## src/djb_hash_bucket_index_macros.svh

```systemverilog
// Assertion macros used by the hash block's controller.
// Every check is sampled on the rising clock and is off while reset is high.
`ifndef DJB_HASH_BUCKET_INDEX_MACROS_SVH
`define DJB_HASH_BUCKET_INDEX_MACROS_SVH

// Same-cycle implication.
`define DJB_ASSERT_IMPLY(label, clock, reset, ante, cons) \
  label: assert property (@(posedge clock) disable iff (reset) (ante) |-> (cons)) \
    else $error("djb hash assertion failed");

// Next-cycle implication.
`define DJB_ASSERT_NEXT(label, clock, reset, ante, cons) \
  label: assert property (@(posedge clock) disable iff (reset) (ante) |=> (cons)) \
    else $error("djb hash assertion failed");

`endif

```

## src/djb_pkg.sv

```systemverilog
package djb_pkg;

  localparam int HASH_W = 64;
  localparam int BKT_W  = 31;
  localparam int CNT_W  = 6;

  localparam logic [HASH_W-1:0] DJB_SEED  = 64'd5381;
  localparam int                DJB_SHIFT = 5;
  localparam logic [BKT_W-1:0]  BKT_RESET = 31'd1;

  typedef enum logic [1:0] {
    ST_ACCUM,
    ST_LOAD,
    ST_DIVIDE,
    ST_DONE
  } djb_state_t;

  // Commands from the controller to the datapath.
  typedef struct packed {
    logic take;
    logic load;
    logic step;
    logic emit;
  } djb_cmd_t;

  // Status from the datapath to the controller.
  typedef struct packed {
    logic div_done;
    logic out_free;
  } djb_sts_t;

endpackage

```

## src/djb_if.sv

```systemverilog
interface djb_in_if;
  logic       valid;
  logic       ready;
  logic [7:0] data_byte;
  logic       byte_valid;
  logic       last_byte;

  modport source (output valid, data_byte, byte_valid, last_byte, input ready);
  modport sink (input valid, data_byte, byte_valid, last_byte, output ready);
endinterface

interface djb_out_if;
  logic               valid;
  logic               ready;
  logic [30:0]        bucket_index;
  logic signed [63:0] hash_value;

  modport source (output valid, bucket_index, hash_value, input ready);
  modport sink (input valid, bucket_index, hash_value, output ready);
endinterface

```

## src/djb_ctrl.sv

```systemverilog
`include "djb_hash_bucket_index_macros.svh"

module djb_ctrl
  import djb_pkg::*;
(
  input  logic     clk,
  input  logic     rst,
  input  logic     in_valid,
  input  logic     in_last,
  output logic     in_ready,
  input  djb_sts_t sts,
  output djb_cmd_t cmd
);

  djb_state_t state, state_next;

  always_ff @(posedge clk) begin
    if (rst) begin
      state <= ST_ACCUM;
    end else begin
      state <= state_next;
    end
  end

  always_comb begin
    state_next = state;
    in_ready   = 1'b0;
    cmd        = '0;
    case (state)
      ST_ACCUM: begin
        in_ready = 1'b1;
        cmd.take = in_valid;
        if (in_valid && in_last) begin
          state_next = ST_LOAD;
        end
      end
      ST_LOAD: begin
        cmd.load   = 1'b1;
        state_next = ST_DIVIDE;
      end
      ST_DIVIDE: begin
        cmd.step = 1'b1;
        if (sts.div_done) begin
          state_next = ST_DONE;
        end
      end
      ST_DONE: begin
        // The remainder waits here until the output register can take it.
        if (sts.out_free) begin
          cmd.emit   = 1'b1;
          state_next = ST_ACCUM;
        end
      end
      default: begin
        state_next = ST_ACCUM;
      end
    endcase
  end

  `DJB_ASSERT_NEXT(a_last_starts_div, clk, rst, in_valid && in_ready && in_last, state == ST_LOAD)
  `DJB_ASSERT_NEXT(a_div_holds, clk, rst, state == ST_DIVIDE && !sts.div_done, state == ST_DIVIDE)
  `DJB_ASSERT_IMPLY(a_emit_free, clk, rst, cmd.emit, sts.out_free)
  `DJB_ASSERT_IMPLY(a_no_take_busy, clk, rst, cmd.load || cmd.step || cmd.emit, !cmd.take)

endmodule

```

## src/djb_dp.sv

```systemverilog
module djb_dp
  import djb_pkg::*;
(
  input  logic                     clk,
  input  logic                     rst,
  input  djb_cmd_t                 cmd,
  output djb_sts_t                 sts,
  input  logic [7:0]               data_byte,
  input  logic                     byte_valid,
  input  logic                     last_byte,
  input  logic                     cfg_we,
  input  logic [BKT_W-1:0]         cfg_data,
  output logic                     out_valid,
  input  logic                     out_ready,
  output logic [BKT_W-1:0]         out_index,
  output logic [HASH_W-1:0]        out_hash
);

  logic [HASH_W-1:0] acc;
  logic [HASH_W-1:0] acc_next;
  logic [HASH_W-1:0] hash_reg;
  logic [HASH_W-1:0] magnitude;
  logic [HASH_W-1:0] dividend;
  logic [BKT_W-1:0]  rem;
  logic [BKT_W:0]    trial;
  logic [BKT_W:0]    diff;
  logic [BKT_W-1:0]  rem_next;
  logic [CNT_W-1:0]  cnt;
  logic [BKT_W-1:0]  bucket_count;

  always_ff @(posedge clk) begin
    if (rst) begin
      bucket_count <= BKT_RESET;
    end else if (cfg_we) begin
      bucket_count <= cfg_data;
    end
  end

  // hash * 33 + sign-extended byte, wrapping at 64 bits.
  always_comb begin
    acc_next = acc;
    if (byte_valid) begin
      acc_next = (acc << DJB_SHIFT) + acc + {{(HASH_W-8){data_byte[7]}}, data_byte};
    end
  end

  always_ff @(posedge clk) begin
    if (rst) begin
      acc <= DJB_SEED;
    end else if (cmd.take) begin
      acc <= last_byte ? DJB_SEED : acc_next;
    end
  end

  always_ff @(posedge clk) begin
    if (cmd.take && last_byte) begin
      hash_reg <= acc_next;
    end
  end

  // The most negative hash keeps its bit pattern, which reads as 2^63 unsigned.
  assign magnitude = hash_reg[HASH_W-1] ? (~hash_reg + 64'd1) : hash_reg;

  // Restoring division, one quotient bit per cycle; only the remainder is kept.
  assign trial    = {rem, dividend[HASH_W-1]};
  assign diff     = trial - {1'b0, bucket_count};
  assign rem_next = (trial >= {1'b0, bucket_count}) ? diff[BKT_W-1:0] : trial[BKT_W-1:0];

  always_ff @(posedge clk) begin
    if (cmd.load) begin
      dividend <= magnitude;
      rem      <= '0;
    end else if (cmd.step) begin
      dividend <= dividend << 1;
      rem      <= rem_next;
    end
  end

  always_ff @(posedge clk) begin
    if (rst) begin
      cnt <= '0;
    end else if (cmd.load) begin
      cnt <= '0;
    end else if (cmd.step) begin
      cnt <= cnt + 1'b1;
    end
  end

  always_ff @(posedge clk) begin
    if (rst) begin
      out_valid <= 1'b0;
    end else if (cmd.emit) begin
      out_valid <= 1'b1;
    end else if (out_ready) begin
      out_valid <= 1'b0;
    end
  end

  always_ff @(posedge clk) begin
    if (cmd.emit) begin
      out_hash  <= hash_reg;
      out_index <= (bucket_count == '0) ? '0 : rem;
    end
  end

  assign sts.div_done = &cnt;
  assign sts.out_free = !out_valid || out_ready;

endmodule

```

## src/djb_hash_bucket_index.sv

```systemverilog
// djb2 string hash with bucket index.
// Input channel "bytes": one request per string byte; data_byte is added as a
// signed char when byte_valid is high, and last_byte closes the string. An
// empty string is a single request with last_byte high and byte_valid low.
// Output channel "result": one request per string, carrying the 64-bit hash
// and the hash magnitude modulo bucket_count (zero when bucket_count is zero).
// The user must write bucket_count through cfg_we/cfg_data only while the
// block is idle; the block itself does not enforce this. Bytes inside a
// string are taken one per cycle. After the last byte the remainder is
// formed by a restoring divider, one bit per cycle over all 64 bits of the
// hash magnitude, and is then written to the output register; the next
// string is accepted only once the result has been written there.
// The result sits in an output register; while the receiver stalls it holds,
// and a finished remainder waits in the controller until that register frees.
// Synchronous reset sets the accumulator to 5381, bucket_count to 1 and
// empties the output register.
module djb_hash_bucket_index
  import djb_pkg::*;
(
  input  logic              clk,
  input  logic              rst,
  djb_in_if.sink            bytes,
  djb_out_if.source         result,
  input  logic              cfg_we,
  input  logic [BKT_W-1:0]  cfg_data
);

  djb_cmd_t          cmd;
  djb_sts_t          sts;
  logic [HASH_W-1:0] out_hash;

  djb_ctrl u_ctrl (
    .clk      (clk),
    .rst      (rst),
    .in_valid (bytes.valid),
    .in_last  (bytes.last_byte),
    .in_ready (bytes.ready),
    .sts      (sts),
    .cmd      (cmd)
  );

  djb_dp u_dp (
    .clk        (clk),
    .rst        (rst),
    .cmd        (cmd),
    .sts        (sts),
    .data_byte  (bytes.data_byte),
    .byte_valid (bytes.byte_valid),
    .last_byte  (bytes.last_byte),
    .cfg_we     (cfg_we),
    .cfg_data   (cfg_data),
    .out_valid  (result.valid),
    .out_ready  (result.ready),
    .out_index  (result.bucket_index),
    .out_hash   (out_hash)
  );

  assign result.hash_value = $signed(out_hash);

endmodule
```

## src/flat_wrapper.sv

```systemverilog
// flat-port wrapper written by rule: the top's interface ports become plain ports
module djb_hash_bucket_index_flat import djb_pkg::*;
  (clk, rst, cfg_we, cfg_data, bytes_valid, bytes_data_byte, bytes_byte_valid, bytes_last_byte, bytes_ready, result_valid, result_bucket_index, result_hash_value, result_ready);
  djb_in_if bytes_i ();
  djb_out_if result_i ();
  input  logic clk;
  input  logic rst;
  input  logic cfg_we;
  input  logic [BKT_W-1:0] cfg_data;
  input wire logic [$bits(bytes_i.valid)-1:0] bytes_valid;
  input wire logic [$bits(bytes_i.data_byte)-1:0] bytes_data_byte;
  input wire logic [$bits(bytes_i.byte_valid)-1:0] bytes_byte_valid;
  input wire logic [$bits(bytes_i.last_byte)-1:0] bytes_last_byte;
  output wire logic [$bits(bytes_i.ready)-1:0] bytes_ready;
  output wire logic [$bits(result_i.valid)-1:0] result_valid;
  output wire logic [$bits(result_i.bucket_index)-1:0] result_bucket_index;
  output wire logic [$bits(result_i.hash_value)-1:0] result_hash_value;
  input wire logic [$bits(result_i.ready)-1:0] result_ready;
  assign bytes_i.valid = bytes_valid;
  assign bytes_i.data_byte = bytes_data_byte;
  assign bytes_i.byte_valid = bytes_byte_valid;
  assign bytes_i.last_byte = bytes_last_byte;
  assign bytes_ready = bytes_i.ready;
  assign result_valid = result_i.valid;
  assign result_bucket_index = result_i.bucket_index;
  assign result_hash_value = result_i.hash_value;
  assign result_i.ready = result_ready;
  djb_hash_bucket_index u_core (.clk(clk), .rst(rst), .bytes(bytes_i), .result(result_i), .cfg_we(cfg_we), .cfg_data(cfg_data));
endmodule
```

## config.mk

```make
export PLATFORM = sky130hd
export DESIGN_NAME = djb_hash_bucket_index_flat
export DESIGN_NICKNAME = d
export VERILOG_FILES = /design/src/djb_pkg.sv /design/src/djb_if.sv /design/src/djb_ctrl.sv /design/src/djb_dp.sv /design/src/djb_hash_bucket_index.sv /design/src/flat_wrapper.sv
export VERILOG_INCLUDE_DIRS = /design/src /design/src/src
export SDC_FILE = /design/constraint.sdc
export NUM_CORES = 1
export LEC_CHECK = 0
export BUFFER_PORTS_ARGS = -buffer_cell sky130_fd_sc_hd__buf_4
export CAP_MARGIN = 0
export CORE_UTILIZATION = 37
export DETAILED_ROUTE_END_ITERATION = 6
export GPL_TIMING_DRIVEN = 0
export PLACE_DENSITY = 0.63
export SLEW_MARGIN = 20
export SYNTH_ARGS = -nofsm -noshare
export SYNTH_HDL_FRONTEND = slang
export SYNTH_SLANG_ARGS = --single-unit
```

## constraint.sdc

```tcl
create_clock -name clk -period 7.29 [get_ports clk]
set_clock_uncertainty 0.15 [all_clocks]
set_input_delay 0.3645 -clock clk [delete_from_list [all_inputs] [get_ports clk]]
set_output_delay 0.3645 -clock clk [all_outputs]
set_load 0.01 [all_outputs]
```

Word-level counts from Yosys, hierarchy flattened:

Cells that the tools add are included.

* add/sub/neg operators: 5
* $lt $le $gt $ge: 1
* equality and inequality tests: 6
* muxes and demuxes: 18
* bitwise operators: 1
* reduce and logical (&&, ||, !) cells: 11

Operators by type and width (number)
* $mux W64: 5
* $add A64 B64 Y64: 2
* $add A64 B1 Y64 const B: 1
* $not A64 Y64: 1
* $ge A32 B31 Y1: 1
* $logic_not A31 Y1: 1
* $mux W31: 1
* $sub A31 B31 Y31: 1
* $mux W1: 8
* $pmux W2 S4: 1
* $add A6 B1 Y6 const B: 1
* $mux W2: 3
* $reduce_and A6 Y1: 1
* $eq A2 B2 Y1 const B: 2
* $ne A2 B1 Y1 const B: 2
* $reduce_bool A2 Y1: 2
* $reduce_and A3 Y1: 1
* $eq A2 B1 Y1 const B: 1
* $logic_and A1 B1 Y1: 2
* $logic_not A2 Y1: 1
* $ne A2 B2 Y1 const B: 1
* $reduce_or A2 Y1: 1
* $logic_not A1 Y1: 1
* $logic_or A1 B1 Y1: 1

* bits in registers: 358
* input bits: 46
* output and inout port bits: 97
* word-level logic and storage cells: 52

Logic depth before layout (Yosys ltp):

Gate-level depths: netlist (run 1).

* depth in word-level cells: 5
* gate-level depth with buffers: 14
* gate-level depth less buffers: 14

By module:

From an unflattened synthesis (run 1), not the netlist that was laid out.

* cell total of the unflattened synthesis: 2094
* area, all modules: 21424.3 um2

By module, submodules not included
* djb_dp: instances 1, cells each 2072, area an instance 21226.6 um2, sequential area each 9359.0 um2
* djb_ctrl: instances 1, cells each 22, area an instance 197.7 um2, sequential area each 40.0 um2

Worst setup path before layout (run 1):

No wires, ideal clock.

* kind: flip-flop to flip-flop
* from: reg u_core.u_ctrl.state[1]
* to: reg u_core.u_dp.out_hash[0], enable pin
* setup time: 0.561 ns
* arrival time: 4.749 ns
* required time: 6.579 ns
* slack: 1.830 ns
* cell stages (with the launch flop): 3
* buffers on the path: 0
* period minus slack after synthesis: 5.460 ns
* cells stage by stage: dfxtp_1 > ha_1 > nor2b_1

RTL lines
* start, declared: RTL line djb_ctrl.sv:15 `djb_state_t state, state_next;`
* start signal, assigned: RTL line djb_ctrl.sv:21 `state <= state_next;`
* end signal, assigned: RTL line djb_dp.sv:101 `out_hash <= hash_reg;`
* end, declared: RTL line djb_dp.sv:16 `output logic [HASH_W-1:0] out_hash`

Final worst setup path (run 1):

* from: in bytes_data_byte[7]
* to: reg u_core.u_dp.hash_reg[56] (data pin)

* longest elaborated chain between the ends: 2

Ends and longest elaborated chain
* start, declared: RTL line flat_wrapper.sv:11 `input wire logic [$bits(bytes_i.data_byte)-1:0] bytes_data_byte;`
* $add A64 B64 Y64: RTL line djb_dp.sv:43 `acc_next = (acc << DJB_SHIFT) + acc + {{(HASH_W-8){data_byte[7]}}, data_byte};`
* $mux W64: RTL line djb_dp.sv:42 `if (byte_valid) begin`
* net u_core.u_dp.acc_next[56]: RTL line djb_dp.sv:20 `logic [HASH_W-1:0] acc_next;`
* end signal, assigned: RTL line djb_dp.sv:57 `hash_reg <= acc_next;`
* end, declared: RTL line djb_dp.sv:21 `logic [HASH_W-1:0] hash_reg;`

The timed path passes the listed nets, and every way through them passes these cells.
A chain may end at the register's enable or synchronous reset.

==> results of run 1 <==
==> worst reg2reg max path, delay by kind of cell (launching register included) <==
family | cells | cell delay (ps)
mux | 1 | 290
simple gates | 2 | 580
flops | 1 | 430
compound gates | 5 | 1890
buf+inv | 1 | 210
xor+xnor | 1 | 210
fa+ha+maj | 2 | 740
==> cell families after synthesis <==
| family | after synthesis | synth area share [%] |
|---|---|---|
| DFF | 358 | 44.0 |
| muxes | 87 | 4.39 |
| and+or+nand+nor | 606 | 13.5 |
| AOI/OAI and AO/OA | 546 | 16.9 |
| xor gates and xnor gates | 151 | 6.20 |
| adders and majority gates | 164 | 11.7 |
| buffers and inverters | 180 | 3.26 |
==> per-stage QoR <==
stage          worst slack, ps  total power [mW]  instance area [um2]
6_report                  2390              9.06                25200
5_1_grt                   2220              9.63                25200
4_1_cts                   2430              9.09                25200
3_5_place_dp              1830              6.90                23500
3_3_place_gp              -476              6.80                23300
2_1_floorplan             1830              5.71                21300
==> synthesized netlist by cell type (14+ instances only) <==
library cell	number
a21o_1	48
a21oi_1	188
a22o_1	23
a22oi_1	32
a311oi_1	24
clkbuf_1	93
dfxtp_1	135
edfxtp_1	223
fa_1	60
ha_1	104
inv_1	73
mux2_2	52
mux2i_1	35
nand2_1	151
nand3_1	31
nand4_1	34
nor2_1	224
nor2b_1	44
nor3_1	25
nor4_1	14
o21ai_0	78
o21bai_1	20
o31ai_1	16
xnor2_1	65
xor2_1	86
==> cells in the final DEF (no fill, tap or decap), types with 65 or more instances in the layout <==
cell type  count
ha_1         103
edfxtp_1     223
xnor2_1       65
nor2_1       224
a21oi_1      188
inv_1         73
xor2_1        86
nand2_1      151
o21ai_0       78
dfxtp_1      135
buf_4        140
clkbuf_1     100
==> area by class of cell <==
type,instances,area share [%]
inverter,73,1.09
sequential,358,37.3
clock inverter,22,1.05
clock buffer,52,4.44
tap,756,3.75
buffer,107,1.67
multi-input combinational,1554,44.7
timing repair buffer,179,6.05
==> final timing paths <==
check	depth (start not counted)	to	start
worst max-delay path	13	u_core.u_dp.hash_reg[56]	bytes_data_byte[7]
worst min-delay path	3	u_core.u_dp.bucket_count[30]	cfg_we
worst max register to register	12	u_core.u_dp.hash_reg[56]	u_core.u_dp.acc[14]
worst min register to register	2	u_core.u_dp.acc[61]	u_core.u_dp.acc[61]
==> power by group <==
| group | switching (mW) | total [mW] | internal [mW] |
|---|---|---|---|
| sequential | 0.337 | 3.16 | 2.82 |
| combinational | 2.34 | 3.75 | 1.41 |
| clock | 0.872 | 2.15 | 1.27 |
| total | 3.55 | 9.06 | 5.50 |
==> per-layer routing <==
metal | global-route usage (%) | vias to the layer above | wire length (um)
li1 | - | 8112 | -
met1 | 27.9 | 8279 | 27700
met2 | 35.6 | 425 | 29600
met3 | 2.14 | 97 | 2700
met4 | 6.83 | 0 | 1710
met5 | 0 | - | 0
==> timing repair <==
action	CTS	global route
setup buffers	0	0
hold buffers	32	0
endpoints found under the hold margin	31	0
==> results.txt, run 1 <==
WL/cell: 19.9 um
Die width: 242 um
Mapped Area: 21,300 um2
Startpoint Class: input pin
Routed Antenna Nets: 0
Share of cells above drive strength 1: 13.0%
Number of antenna diodes: 0
Detail Placement HPWL: 47,700 um
Placed insts: 2,995
TritonCTS clock tree: built
Synth Warn #: 0
Most frequent CP cell: o31a_1
Nets: 2,523
Router iterations before antenna repair: 5
Mapped Nets: 2,302
Worst path bufs/invs: 2
Row Count: 87
Filler cells: 5,364
Synth Register Bits: 358
DR DRC count: 0
R2R Setup Slk: 2530 ps
Ys flop type: edfxtp_1
CTS Root Buffer Type: clkbuf_16
Synth area leaders: edfxtp_1 (31%), dfxtp_1 (13%), ha_1 (6.1%)
IO Port Bufs: 141
H-tree level count: 2
Relative slew slack: 32.9%
Worst setup EP type: flip-flop
RePlAce Congestion: 0.923
Synth area leader: edfxtp_1
Top-area cell type share of the netlist area: 31.4%
Hold/Removal Path Class: input pin to flip-flop
Vias: 16,900
Register area share after synthesis: 44.0%
Max rail drop VDD: 214 uV
P&R area growth vs syn: 18.2%
WHS: 36.1 ps
Maxcap violations: 0
I/O Pins: 143
Largest net degree at the start of global routing: 58
Post-layout minimum cycle time: 4900 ps
Syn avg cell area: 10.2 um2
Antenna violations before repair: 0
Global route total overflow: 0
Post-synth EDFFs: 223
Effective utilization at floorplan: 37.6%
CTS clk-pin slew, worst paths: 60 ps
Detailed Route WL: 61,800 um
Vias in the first global route: 17,300
Slowest-stage cell, CP: o41ai_1
Cells after Synth: 2,092
Multi-input gate area: 11,300 um2
Routed vias/inst: 5.45
CP Max Fanout: 57
Total area of sequential cells: 9400 um2
Overall die area: 58,600 um2
FFs w/ async S/R, synth: 0%
Clock sinks: 358
Clock buffer depth: 3
Family with the most delay on the worst path: compound AO/OA/AOI/OAI gates
F_max: 204 MHz
Max incr delay on CP: 750 ps
Core Region: 56,700 um2
Resized cells post-CTS: 0
Pwr/cell area: 359 nW/um2
Worst endpoint required time: 7460 ps
First-pass GRT wire length: 97,400 um
Layout Cells excl Fill: 3,101
Final period util: 67.2%
Drt initial violations: 1,044
Final Core Density: 44.5%
Setup TNS: 0 ps
Global Route Usage Sum: 20.9%
Final Max Slew Viols: 0
LEAKAGE: 9.92 nW
Crit-path cells: buf_6 -> fa_1 -> ha_1 -> buf_2 -> nand4_1 -> or3_1 -> o31a_1 -> o21a_1 -> o31a_1 -> o41ai_1 -> a311oi_1 -> xnor2_1 -> mux2_2
WP data arrival: 5070 ps
Netlist cell types: 80
Clock Latency Late Sink: 570 ps
Status: finished clean
Die height: 242 um
WS Path Type: input pin to flip-flop
CTS buffer count: 40
Final setup violation count: 0
Final Hold Vio Count: 0
RSZ-0062 raised after global routing: false
Actual slew at the worst max-slew pin: 999 ps
Note: power is estimated with default switching activity, not from simulation.
==> run 2: changes to the inputs <==
- PLACE_DENSITY: 0.63 -> 0.65
- clock period: 7.29 -> 4.3 ns (I/O delays scaled with it)
==> run 2 against run 1 <==
Net effect:
- sequential share of layout area decreased by 0.23 points
- critical path depth decreased by 1
- sequential power increased by 70%
- core utilization increased by 0.43 points
- via count increased by 0.72%
- largest power group unchanged
==> results.txt, run 2 (same netlist as run 1, synthesis figures left out) <==
Status: finished clean
Clock sinks: 358
Pwr/cell area: 608 nW/um2
Detail Placement HPWL: 47,500 um
Most frequent cells in the layout: nor2_1 (223), edfxtp_1 (223), a21oi_1 (185)
Seq pwr share: 34.6%
Total power: 15.5 mW
IO Port Bufs: 141
NetSw: 6.06 mW
Largest net degree at the start of global routing: 58
Detailed Route WL: 61,700 um
Die height: 242 um
Relative slew slack: 33.4%
Drt initial violations: 1,232
Antenna violations before repair: 1
Clk pwr share: 23.8%
Global route total overflow: 0
WS Path Type: flip-flop to flip-flop
RSZ-0062 raised after global routing: true
Startpoint Class: flip-flop
First-pass GRT wire length: 96,000 um
Sw frac: 39.2%
Final Instance Area: 25,500 um2
H-tree level count: 2
Row Count: 87
Effective utilization at floorplan: 37.6%
Pint: 9.42 mW
Final Hold Vio Count: 0
Global Route Usage Sum: 20.7%
Final setup violation count: 0
Hold/Removal Path Class: input pin to flip-flop
Clock buffer depth: 3
Worst endpoint required time: 4470 ps
WP data arrival: 4430 ps
CTS clk-pin slew, worst paths: 60 ps
RePlAce Congestion: 0.924
P&R area growth vs syn: 19.3%
Overall die area: 58,600 um2
F_max: 235 MHz
Max rail drop VDD: 354 uV
Number of antenna diodes: 0
WL/cell: 19.9 um
CP Max Fanout: 7
Die width: 242 um
Core Region: 56,700 um2
TritonCTS clock tree: built
Share of cells above drive strength 1: 14.9%
I/O Pins: 143
Post-layout minimum cycle time: 4260 ps
Clock Latency Late Sink: 580 ps
Worst setup EP type: flip-flop
Gate power share: 41.6%
Final Core Density: 44.9%
Final period util: 99.1%
DR DRC count: 0
Final Max Slew Viols: 0
Nets: 2,529
Vias: 17,000
Routed vias/inst: 5.48
Vias in the first global route: 17,200
Routed Antenna Nets: 0
Maxcap violations: 0
Actual slew at the worst max-slew pin: 991 ps
LEAKAGE: 10.0 nW
Router iterations before antenna repair: 5
CTS buffer count: 40
Placed inst area: 23,500 um2
CTS Root Buffer Type: clkbuf_16
run 2: per-layer routing:
metal	track usage (%)	share of wire, %	vias to the layer above
met3	2.68	4.6	109
li1	-	-	8119
met5	0	0	-
met1	26.5	44	8359
met4	7.78	3.1	0
met2	35.4	48	448
run 2: stage by stage:
step	std cells	setup TNS [ps]	setup slack (ps)	hold slack [ps]
CTS	3106	0	26.7	8.10
finish	3107	0	39.0	36.7
detailed placement	2995	-20700	-892	310
floorplan	2092	0	453	169
global route	3107	-229	-81.4	85.4
global placement	2989	-102240	-1160	306
run 2: critical path: stages (launching register included):
cell and delay [ps]:
dfxtp_2 400, fa_1 450, ha_1 290, buf_2 180, nand4_1 170, or3_1 350
o31a_1 300, o21a_1 250, o31a_1 360, o41a_1 430, o31ai_2 250, xor2_1 150
mux2_2 290
run 2: final timing paths:
path | startpoint | to | slack (ps) | depth (start not counted)
max reg2reg | u_core.u_dp.acc[12] | u_core.u_dp.hash_reg[52] | 40 | 12
min | bytes_byte_valid | u_core.u_dp.acc[17] | 40 | 4
max | u_core.u_dp.acc[12] | u_core.u_dp.hash_reg[52] | 40 | 12
min reg2reg | u_core.u_dp.cnt[5] | u_core.u_dp.cnt[5] | 340 | 2
run 2: layout make-up:
cell class | instances | area (um2)
clock inverters | 21 | 249
flip-flops and latches | 358 | 9430
well taps | 756 | 946
inverters | 73 | 274
clock buffers | 53 | 1160
plain buffers | 107 | 432
multi-input cells | 1554 | 11400
fillers | 5316 | 31300
repair buffers | 185 | 1570
run 2: repair_timing:
action,in CTS,in global routing
hold buffers,36,0
resized for setup,26,31
pin swaps,4,7
buffers inserted,1,1
endpoints found under the setup margin,24,38
hold endpoints to repair,35,0
run 2: power groups by stage:
stage,Sequential [mW],Combinational [mW],Clock (mW)
6_report,5.36,6.44,3.69
5_1_grt,5.43,7.11,3.88
4_1_cts,5.36,6.35,3.77
3_5_place_dp,5.41,6.25,0
3_3_place_gp,5.46,6.04,0
2_1_floorplan,5.26,4.41,0
==> run 3: changes to the inputs <==
- SYNTH_HIERARCHICAL: not set -> 1
==> run 3 against run 2 <==
Net effect:
- maximum frequency increased by 2.5%
- sequential cell count unchanged
- critical endpoint is now u_core/u_dp/hash_reg[57]
- sequential power decreased by 3%
- critical path type unchanged
==> results.txt, run 3 <==
Hold/Removal Path Class: input pin to flip-flop
Max rail drop VDD: 309 uV
P&R area growth vs syn: 18.5%
Placed inst area: 23,500 um2
Detail Placement HPWL: 45,100 um
Synth area leaders: edfxtp_1 (31%), dfxtp_1 (13%), ha_1 (6.1%)
Post-Place Worst Slack: -1130 ps
FFs w/ async S/R, synth: 0%
WHS: 83.1 ps
F_max: 241 MHz
Final period util: 96.6%
Worst endpoint required time: 4450 ps
Final Max Slew Viols: 0
Top-area cell type share of the netlist area: 31.3%
Netlist cell types: 85
Clock Latency Late Sink: 560 ps
Vias: 16,800
Maxcap violations: 0
IO Port Bufs: 140
Effective utilization at floorplan: 37.7%
Antenna violations before repair: 0
I/O Pins: 143
H-tree level count: 2
Status: finished clean
Router iterations before antenna repair: 5
Die width: 243 um
Startpoint Class: flip-flop
DR DRC count: 0
Relative slew slack: 36.7%
Final Hold Vio Count: 0
Synth top cells by count: edfxtp_1 (223), nor2_1 (215), a21oi_1 (190), nand2_1 (149), dfxtp_1 (135)
CTS clk-pin slew, worst paths: 60 ps
Syn avg cell area: 10.2 um2
First-pass GRT wire length: 93,300 um
Final worst slack: 145 ps
Global route total overflow: 0
Register area share after synthesis: 43.9%
Drt initial violations: 1,389
RePlAce Congestion: 0.938
Largest net degree at the start of global routing: 65
Nets: 2,527
LEAKAGE: 9.97 nW
Routed Antenna Nets: 0
WL/cell: 19.0 um
Clock buffer depth: 3
Routed vias/inst: 5.40
CTS buffer count: 41
Mapped Nets: 2,305
Final setup violation count: 0
Synth area leader: edfxtp_1
WP data arrival: 4310 ps
Row Count: 87
Clock sinks: 358
Post-synth EDFFs: 223
Synth Warn #: 6
Synth Register Bits: 358
Most frequent cells in the layout: edfxtp_1 (223), nor2_1 (215), a21oi_1 (188)
Die height: 243 um
Ys flop type: edfxtp_1
Global Route Usage Sum: 19.9%
RSZ-0062 raised after global routing: true
Share of cells above drive strength 1: 13.3%
Worst setup EP type: flip-flop
Top-count cell post-synth: edfxtp_1
Pwr/cell area: 586 nW/um2
CP Max Fanout: 7
Setup TNS: 0 ps
Total power: 14.9 mW
Post-layout minimum cycle time: 4160 ps
Mapped Area: 21,400 um2
Vias in the first global route: 16,700
Most common cell after layout, fill and taps aside: edfxtp_1
Final Instance Area: 25,400 um2
Actual slew at the worst max-slew pin: 950 ps
Cells after Synth: 2,094
WS Path Type: flip-flop to flip-flop
Core Region: 56,800 um2
TritonCTS clock tree: built
Number of antenna diodes: 0
Detailed Route WL: 59,100 um
CTS Root Buffer Type: clkbuf_16
Overall die area: 58,900 um2
==> run 3: logic make-up (layout without fill, tap and decap cells) <==
kind of cell	after synthesis	in the layout	synth area share [%]
AND/OR/NAND/NOR	620	620	14.1
AO/OA/AOI/OAI	530	530	16.2
flip-flops	358	358	43.9
buffers and inverters	175	429	3.13
adder cells (fa/ha/maj)	165	165	11.7
XOR/XNOR	148	148	6.05
multiplexers	98	98	4.93
==> run 3: final cells by class <==
type,instances,area (um2)
inverter,73,274
clock buffer,59,1160
clock inverter,16,231
timing repair buffer,182,1500
fill,5291,31400
tap,756,946
multi-input combinational,1561,11500
buffer,99,385
sequential,358,9400
==> run 3: report_power, final <==
part / total [mW] / internal [mW] / switching [mW]
clock network: 3.62 / 2.19 / 1.43
registers: 5.22 / 4.71 / 0.511
logic: 6.03 / 2.30 / 3.73
total: 14.9 / 9.19 / 5.68
==> run 3: worst paths after layout <==
path / from / endpoint / slack (ps) / cells past startpoint
setup / recovery: u_core/u_dp/acc[20] / u_core/u_dp/hash_reg[57] / 140 / 13
hold / removal: bytes_last_byte / u_core/u_dp/acc[63] / 80 / 3
setup reg to reg: u_core/u_dp/acc[20] / u_core/u_dp/hash_reg[57] / 140 / 13
hold reg to reg: u_core/u_dp/hash_reg[24] / u_core/u_dp/out_hash[24] / 360 / 0
==> run 3: layer usage <==
metal  wire, um  track usage [%]  vias up
met1      26700             26.8     8158
met2      28400             33.2      432
li1           -                -     8096
met3       2670             2.70       78
met4       1310             5.51        0
met5          0                0        -
==> run 3: what timing repair did <==
item,in CTS,in global routing
pin swaps,0,3
hold buffers,36,0
setup endpoints to repair,34,21
endpoints found under the hold margin,35,0
gates resized for setup,9,17
buffers inserted,0,4
==> run 3: metrics by stage <==
stage | std cells | utilization (%)
6_report | 3104 | 44.7
2_1_floorplan | 2094 | -
3_3_place_gp | 2990 | 41.2
4_1_cts | 3103 | 44.5
5_1_grt | 3104 | 44.7
3_5_place_dp | 2992 | 41.3
==> run 3: critical path, cell delays in order (launching register included) <==
cell	delay, ps
dfxtp_1	420
fa_1	470
ha_1	300
buf_2	170
a21oi_1	260
o211ai_1	170
a221o_1	360
a211o_1	310
a31oi_2	300
o31ai_4	130
a31oi_4	240
o21bai_1	130
xor2_1	180
mux2_2	300
